[config.mk]
export PLATFORM = sky130hd
export DESIGN_NAME = button_debounce_click_detector_flat
export DESIGN_NICKNAME = d
export VERILOG_FILES = /design/src/bdc_pkg.sv /design/src/bdc_if.sv /design/src/bdc_button.sv /design/src/button_debounce_click_detector.sv /design/src/flat_wrapper.sv
export SDC_FILE = /design/constraint.sdc
export NUM_CORES = 1
export LEC_CHECK = 0
export ABC_CLOCK_PERIOD_IN_PS = 3600
export BUFFER_PORTS_ARGS = -buffer_cell sky130_fd_sc_hd__buf_4
export CORE_MARGIN = 1.5
export CORE_UTILIZATION = 30
export CTS_BUF_LIST = sky130_fd_sc_hd__clkbuf_8 sky130_fd_sc_hd__clkbuf_16
export CTS_CLUSTER_DIAMETER = 200
export DETAILED_ROUTE_END_ITERATION = 10
export HOLD_SLACK_MARGIN = 0.1
export PLACE_DENSITY = 0.43
export SETUP_SLACK_MARGIN = 0.4
export SYNTH_ARGS = -nofsm -noshare
export SYNTH_HDL_FRONTEND = slang
export SYNTH_SLANG_ARGS = --single-unit
export TNS_END_PERCENT = 30
[constraint.sdc]
create_clock -name clk -period 3.6 [get_ports clk]
set_input_delay 0.72 -clock clk [delete_from_list [all_inputs] [get_ports clk]]
set_output_delay 0.72 -clock clk [all_outputs]
set_load 0.005 [all_outputs]
[src/bdc_pkg.sv]
`timescale 1ns / 1ps
`default_nettype none
// ----------------------------------------------------------------------------
// bdc_pkg
// Shared types and constants for the button debounce and click detector.
// ----------------------------------------------------------------------------
package bdc_pkg;

    localparam int FIELD_W     = 3;
    localparam int SAMPLES_W   = 8;
    localparam int TICKS_W     = 16;
    localparam int CFG_INDEX_W = 2;
    localparam int CFG_DATA_W  = 16;

    localparam logic [SAMPLES_W-1:0] SAMPLES_RESET = 8'd8;
    localparam logic [TICKS_W-1:0]   TICKS_RESET   = 16'd250;

    typedef enum logic [CFG_INDEX_W-1:0] {
        CFG_DEBOUNCE_SAMPLES   = 2'd0,
        CFG_DOUBLE_CLICK_TICKS = 2'd1
    } cfg_index_t;

    typedef struct packed {
        logic [SAMPLES_W-1:0] debounce_samples;
        logic [TICKS_W-1:0]   double_click_ticks;
    } cfg_t;

    typedef struct packed {
        logic pressed;
        logic click;
        logic double_click;
    } button_status_t;

endpackage : bdc_pkg
`default_nettype wire

[src/bdc_if.sv]
`timescale 1ns / 1ps
`default_nettype none
// ----------------------------------------------------------------------------
// bdc_if
// Valid/ready channel interfaces: raw samples, results and config writes.
// ----------------------------------------------------------------------------
interface bdc_sample_if;
    logic                       valid;
    logic                       ready;
    logic [bdc_pkg::FIELD_W-1:0] raw_levels;

    modport source (output valid, output raw_levels, input ready);
    modport sink   (input valid, input raw_levels, output ready);
endinterface : bdc_sample_if

interface bdc_result_if;
    logic                       valid;
    logic                       ready;
    logic [bdc_pkg::FIELD_W-1:0] pressed_levels;
    logic [bdc_pkg::FIELD_W-1:0] click_events;
    logic [bdc_pkg::FIELD_W-1:0] double_click_events;

    modport source (output valid, output pressed_levels, output click_events,
                    output double_click_events, input ready);
    modport sink   (input valid, input pressed_levels, input click_events,
                    input double_click_events, output ready);
endinterface : bdc_result_if

interface bdc_cfg_if;
    logic                           valid;
    logic                           ready;
    logic [bdc_pkg::CFG_INDEX_W-1:0] index;
    logic [bdc_pkg::CFG_DATA_W-1:0]  data;

    modport source (output valid, output index, output data, input ready);
    modport sink   (input valid, input index, input data, output ready);
endinterface : bdc_cfg_if
`default_nettype wire

[src/bdc_button.sv]
`timescale 1ns / 1ps
`default_nettype none
// ----------------------------------------------------------------------------
// bdc_button
// Per-button integrating debouncer with single/double click window.
// ----------------------------------------------------------------------------
module bdc_button (
    input  wire logic                clk,
    input  wire logic                rst_n,
    input  wire logic                step,
    input  wire logic                level_high,
    input  wire bdc_pkg::cfg_t       cfg,
    output bdc_pkg::button_status_t  status
);
    import bdc_pkg::*;

    logic [SAMPLES_W-1:0] count_reg, count_next;
    logic                 released_reg, released_next;
    logic [TICKS_W-1:0]   window_reg, window_next;
    logic [TICKS_W-1:0]   window_dec;
    logic [SAMPLES_W:0]   count_inc;

    always_comb
    begin
        window_dec    = (window_reg != '0) ? window_reg - 1'b1 : '0;
        count_inc     = {1'b0, count_reg} + 1'b1;
        count_next    = count_reg;
        released_next = released_reg;
        window_next   = window_dec;
        status        = '0;
        if (level_high)
        begin
            if (count_inc >= {1'b0, cfg.debounce_samples})
            begin
                count_next    = cfg.debounce_samples;
                released_next = 1'b1;
            end
            else
            begin
                count_next = count_inc[SAMPLES_W-1:0];
            end
        end
        else if (count_reg <= SAMPLES_W'(1))
        begin
            count_next = '0;
            if (released_reg)
            begin
                released_next = 1'b0;
                if (window_dec != '0)
                begin
                    window_next         = '0;
                    status.double_click = 1'b1;
                end
                else
                begin
                    window_next  = cfg.double_click_ticks;
                    status.click = 1'b1;
                end
            end
        end
        else
        begin
            count_next = count_reg - 1'b1;
        end
        status.pressed = ~released_next;
    end

    always_ff @(posedge clk or negedge rst_n)
    begin
        if (!rst_n)
        begin
            count_reg    <= SAMPLES_RESET;
            released_reg <= 1'b1;
            window_reg   <= '0;
        end
        else if (step)
        begin
            count_reg    <= count_next;
            released_reg <= released_next;
            window_reg   <= window_next;
        end
    end

endmodule : bdc_button
`default_nettype wire

[src/button_debounce_click_detector.sv]
`timescale 1ns / 1ps
`default_nettype none
// ----------------------------------------------------------------------------
// button_debounce_click_detector
// Integrating debouncer with single and double click detection per button.
//
// Usage:
//   samples : one transaction per sampling tick, raw_levels bit i = button i,
//             1 means released.
//   result  : one transaction per sample: debounced pressed_levels plus
//             one-tick click_events and double_click_events.
//   cfg     : register writes (0 debounce_samples, 1 double_click_ticks),
//             always ready; write only while no sample is in flight.
// A result is valid in the cycle after its sample is taken; one sample per
// cycle is sustained while result.ready stays high, set by the single result
// register that holds the outcome of the per-button counter update.
// A stalled result keeps its register; the next sample is taken in the same
// cycle the waiting result leaves, so samples backpressure only while the
// result register is full and not being taken.
// Reset: registers return to 8 and 250, every button reads fully released,
// no double-click window is open, and the result register is empty.
// ----------------------------------------------------------------------------
module button_debounce_click_detector #(
    parameter int NUM_BUTTONS = 3
) (
    input  wire logic   clk,
    input  wire logic   rst_n,
    bdc_sample_if.sink  samples,
    bdc_result_if.source result,
    bdc_cfg_if.sink     cfg
);
    import bdc_pkg::*;

    cfg_t                 cfg_reg;
    logic                 out_valid_reg;
    logic [FIELD_W-1:0]   pressed_reg, click_reg, double_reg;
    logic [FIELD_W-1:0]   pressed_next, click_next, double_next;
    logic                 step;
    button_status_t       status [NUM_BUTTONS];

    assign cfg.ready     = 1'b1;
    assign samples.ready = ~out_valid_reg | result.ready;
    assign step          = samples.valid & samples.ready;

    always_ff @(posedge clk or negedge rst_n)
    begin
        if (!rst_n)
        begin
            cfg_reg.debounce_samples   <= SAMPLES_RESET;
            cfg_reg.double_click_ticks <= TICKS_RESET;
        end
        else if (cfg.valid)
        begin
            case (cfg.index)
                CFG_DEBOUNCE_SAMPLES:
                    cfg_reg.debounce_samples <= cfg.data[SAMPLES_W-1:0];
                CFG_DOUBLE_CLICK_TICKS:
                    cfg_reg.double_click_ticks <= cfg.data[TICKS_W-1:0];
                default: ;
            endcase
        end
    end

    for (genvar i = 0; i < NUM_BUTTONS; i++)
    begin : g_button
        logic level_high;
        if (i < FIELD_W)
        begin : g_pin
            assign level_high = samples.raw_levels[i];
        end
        else
        begin : g_nopin
            assign level_high = 1'b0;
        end
        bdc_button u_button (
            .clk        (clk),
            .rst_n      (rst_n),
            .step       (step),
            .level_high (level_high),
            .cfg        (cfg_reg),
            .status     (status[i])
        );
    end

    for (genvar b = 0; b < FIELD_W; b++)
    begin : g_field
        if (b < NUM_BUTTONS)
        begin : g_used
            assign pressed_next[b] = status[b].pressed;
            assign click_next[b]   = status[b].click;
            assign double_next[b]  = status[b].double_click;
        end
        else
        begin : g_unused
            assign pressed_next[b] = 1'b0;
            assign click_next[b]   = 1'b0;
            assign double_next[b]  = 1'b0;
        end
    end

    always_ff @(posedge clk or negedge rst_n)
    begin
        if (!rst_n)
        begin
            out_valid_reg <= 1'b0;
        end
        else if (samples.ready)
        begin
            out_valid_reg <= samples.valid;
        end
    end

    always_ff @(posedge clk)
    begin
        if (step)
        begin
            pressed_reg <= pressed_next;
            click_reg   <= click_next;
            double_reg  <= double_next;
        end
    end

    assign result.valid               = out_valid_reg;
    assign result.pressed_levels      = pressed_reg;
    assign result.click_events        = click_reg;
    assign result.double_click_events = double_reg;

endmodule : button_debounce_click_detector
`default_nettype wire

[src/flat_wrapper.sv]
// flat-port wrapper written by rule: the top's interface ports become plain ports
module button_debounce_click_detector_flat import bdc_pkg::*;
#(
    parameter int NUM_BUTTONS = 3
)
  (clk, rst_n, samples_valid, samples_raw_levels, samples_ready, result_valid, result_pressed_levels, result_click_events, result_double_click_events, result_ready, cfg_valid, cfg_index, cfg_data, cfg_ready);
  bdc_sample_if samples_i ();
  bdc_result_if result_i ();
  bdc_cfg_if cfg_i ();
  input  wire logic clk;
  input  wire logic rst_n;
  input wire logic [$bits(samples_i.valid)-1:0] samples_valid;
  input wire logic [$bits(samples_i.raw_levels)-1:0] samples_raw_levels;
  output wire logic [$bits(samples_i.ready)-1:0] samples_ready;
  output wire logic [$bits(result_i.valid)-1:0] result_valid;
  output wire logic [$bits(result_i.pressed_levels)-1:0] result_pressed_levels;
  output wire logic [$bits(result_i.click_events)-1:0] result_click_events;
  output wire logic [$bits(result_i.double_click_events)-1:0] result_double_click_events;
  input wire logic [$bits(result_i.ready)-1:0] result_ready;
  input wire logic [$bits(cfg_i.valid)-1:0] cfg_valid;
  input wire logic [$bits(cfg_i.index)-1:0] cfg_index;
  input wire logic [$bits(cfg_i.data)-1:0] cfg_data;
  output wire logic [$bits(cfg_i.ready)-1:0] cfg_ready;
  assign samples_i.valid = samples_valid;
  assign samples_i.raw_levels = samples_raw_levels;
  assign samples_ready = samples_i.ready;
  assign result_valid = result_i.valid;
  assign result_pressed_levels = result_i.pressed_levels;
  assign result_click_events = result_i.click_events;
  assign result_double_click_events = result_i.double_click_events;
  assign result_i.ready = result_ready;
  assign cfg_i.valid = cfg_valid;
  assign cfg_i.index = cfg_index;
  assign cfg_i.data = cfg_data;
  assign cfg_ready = cfg_i.ready;
  button_debounce_click_detector #(.NUM_BUTTONS(NUM_BUTTONS)) u_core (.clk(clk), .rst_n(rst_n), .samples(samples_i), .result(result_i), .cfg(cfg_i));
endmodule
==> results.md <==
* Status: completed
* Asr flop ratio synth at 0.9174
* Peak supply drop at 302.7 uV
* Pleak at about 3.5 nW
* Main combinational cell family by area after synthesis: compound AO/OA/AOI/OAI gates
* Commonest non-fill, non-tap cell in the layout: o21ai_0
* CTS Buffer Depth at 2
* DR iter-0 viols at 550
* Worst EP required at roughly 3.9 ns
* Rows at between 50 and 60
* # IOs at 38
* Slew Viols, Final at 0
* First-pass iteration count of the detailed router at 5
* Hold WS at 0.3884 ns
* H-tree levels at 3
* Layout Nets at 963
* Sw Ratio at 0.4599
* Power share of the clock group at 0.155
* R2R setup slack at ~0.53 ns
* First-pass GRT wire length at 37.86 mm
* Post-CTS setup buffers at 0
* Cell Int Power at between 3 and 4 mW
* DIE WIDTH at 163.1 microns
* FILL cells at roughly 2600
* Via-to-Cell Ratio at 5.521
* CTS Sinks at approximately 110
* Mapped Nets at roughly 940
* Number of global-route vias before repair at between 6000 and 7000
* Critical path arrival at between 3 and 4 ns
* Xor/xnor cell area share of the yosys netlist at 0.02963
* Initial Util at 0.3052
* CTS tree: yes
* Final core occ at 0.3443
* CTS Buf Count at 9
* Synth unique cells at 76
* Max_cap viols at 0
* Crit share post-route at 0.8525
* Total grt overflow at 0
* Final Hold Fails at 0
* Multiplexer area fraction after synthesis at 0.05405
* Vert. Die Dim at around 160 microns
* Place WS at approximately 0.48 ns
* Hold WC Path Type: in2async
* Drt total wl at approximately 24 mm
* Setup violators final at 0
* EDFF count, synth at 9
* Post-Layout Cell Count at ~1200
* P_sw at approximately 3.1 mW
* Synth Register Bits at 109
* Peak Freq at 0.3258 GHz
* Core area at 25180 sq um
* CTS clk-pin slew, worst paths at approximately 0.090 ns
* Final Skew at 0.01041 ns
* Worst setup EP type: register
* Clk_lat worst skew at ~0.36 ns
* GP Congestion at approximately 0.83
* Setup TNS at 0 ns
* Commonest cells after routing, fill and taps aside: o21ai_0 (88), dfrtp_1 (85), nor2_1 (69)
* Slew @ Worst Pin at about 1.1 ns
* Crit path max fanout at 8
* Simple-Gate Fraction of Synth Area at 0.2245
* Largest net degree at the start of global routing at 74
* All-Layer GR Usage at 0.1845
* Sequential power share at 0.351
* PortBufs at 36
* Setup repair after global routing missed its margin: true
* Ant. Diodes at 0
* Comb power frac at 0.495
* Max-slew headroom at the worst pin at 0.2352
* Max reg flops at 48
* Final min period at a little over 3 ns
* PD cells at around 800 nW/um^2
* CP Class: reg2reg
* Area grow syn2layout at 12.81%
* Hpwl dp at approximately 17 mm
* Layout cell share with drive strength beyond 1 at 0.1589
* DRC Markers at 0
* Antenna-violating nets left at 0
* Post-synthesis compound-gate area fraction at 0.2273
* Post-Synth Adder-Cell Area at 0.05861
* Syn. warnings at 0
* Synthesized area at between 7000 and 8000 sq um
* Cts hold-fix bufs at 0
* CP Launch Type: register
* WL/cell at ~19 microns
* Top FF cell, synth: dfrtp_1
* DP Cell Count at 1220
* Clk root buf: clkbuf_16
* Post-route setup slack at roughly 0.53 ns
* Die Area at around 27000 sq um
* Post-cts resize count at 0
* Seq/Total Area, Yosys at 0.3629
* Avg Inst Size Synth at about 9 sq um
* Initial antenna violation count at 0
* Via count at between 6000 and 7000
* Mapped Cells at between 800 and 900
==> worst max-delay path: stages (launching register included) <==
cell and delay (ns):
dfstp_2 0.61, and2_1 0.20, nand4_1 0.13, xnor2_1 0.23, ha_1 0.29, and3_1 0.18
a21oi_1 0.10, o21ai_0 0.09, o41a_1 0.34, a31oi_1 0.19, buf_4 0.20, nor2_1 0.06
o32a_1 0.33
==> synthesized netlist by cell type (14+ instances only) <==
library cell / instances / share of area
a22oi_1: 15 / 0.015
o31ai_1: 20 / 0.020
nor2b_1: 15 / 0.012
xnor2_1: 19 / 0.022
nand2_1: 59 / 0.029
nor2_1: 69 / 0.034
nor3_1: 38 / 0.025
o21ai_0: 88 / 0.057
nand3_1: 39 / 0.025
mux2_2: 20 / 0.029
inv_1: 30 / 0.015
clkbuf_1: 30 / 0.015
ha_1: 36 / 0.059
a21oi_1: 61 / 0.040
mux2i_1: 19 / 0.025
dfrtp_1: 87 / 0.28
nor4_1: 14 / 0.011
==> logic make-up (layout without fill, tap and decap cells) <==
group | Yosys count | count (layout)
buffers and inverters | 78 | 105
adders and majority gates | 36 | 36
AOI/OAI and AO/OA | 271 | 271
muxes | 39 | 39
other | 1 | 1
DFF | 109 | 109
and+or+nand+nor | 319 | 319
xor gates and xnor gates | 26 | 26
==> layer usage <==
layer  routed length [microns]  vias up  part of all wire  track usage
met5                         0        -                 0            0
met4                       578        0             0.024      0.05963
met3                       762       29             0.032      0.03200
met2                     11360      146              0.48       0.3101
met1                     10980     3325              0.46       0.2397
li1                          -     3324                 -            -
==> final cells by class <==
| type | instances | area, sq um | share of cell area |
|---|---|---|---|
| clock buffer | 11 | 264.0 | 0.03045 |
| tap | 330 | 412.9 | 0.04763 |
| clock inverter | 5 | 37.54 | 0.004330 |
| multi-input combinational | 692 | 4583 | 0.5286 |
| sequential | 109 | 2791 | 0.3220 |
| inverter | 30 | 112.6 | 0.01299 |
| timing repair buffer | 59 | 467.9 | 0.05398 |
==> worst paths after layout <==
| kind | from | cells past startpoint | endpoint |
|---|---|---|---|
| setup / recovery | u_core.g_button[0].u_button.count_reg[3]$_DFFE_PN1P_ | 12 | u_core.g_button[0].u_button.count_reg[1]$_DFFE_PN0P_ |
| hold / removal | rst_n | 1 | u_core.g_button[0].u_button.window_reg[14]$_DFFE_PN0P_ |
| setup reg to reg | u_core.g_button[0].u_button.count_reg[3]$_DFFE_PN1P_ | 12 | u_core.g_button[0].u_button.count_reg[1]$_DFFE_PN0P_ |
| hold reg to reg | u_core.cfg_reg[2]$_DFFE_PN0P_ | 1 | u_core.cfg_reg[2]$_DFFE_PN0P_ |
| max in group asynchronous | rst_n | 2 | u_core.g_button[1].u_button.count_reg[3]$_DFFE_PN1P_ |
| min in group clk | u_core.cfg_reg[2]$_DFFE_PN0P_ | 1 | u_core.cfg_reg[2]$_DFFE_PN0P_ |
==> metrics by stage <==
step / total power [mW] / instance area (sq um)
2_1_floorplan: 4.735 / 7685
3_3_place_gp: 5.755 / 8354
3_5_place_dp: 5.719 / 8354
4_1_cts: 6.812 / 8656
6_report: 6.788 / 8670
5_1_grt: 7.373 / 8670
==> power groups by stage <==
stage	clock network (mW)	logic, mW	registers [mW]
floorplan	0	2.68	2.06
global placement	0	3.35	2.40
detailed placement	0	3.34	2.38
CTS	1.09	3.36	2.36
global route	1.14	3.78	2.46
finish	1.05	3.36	2.38
No activity file was read; power rests on OpenSTA's default activity.
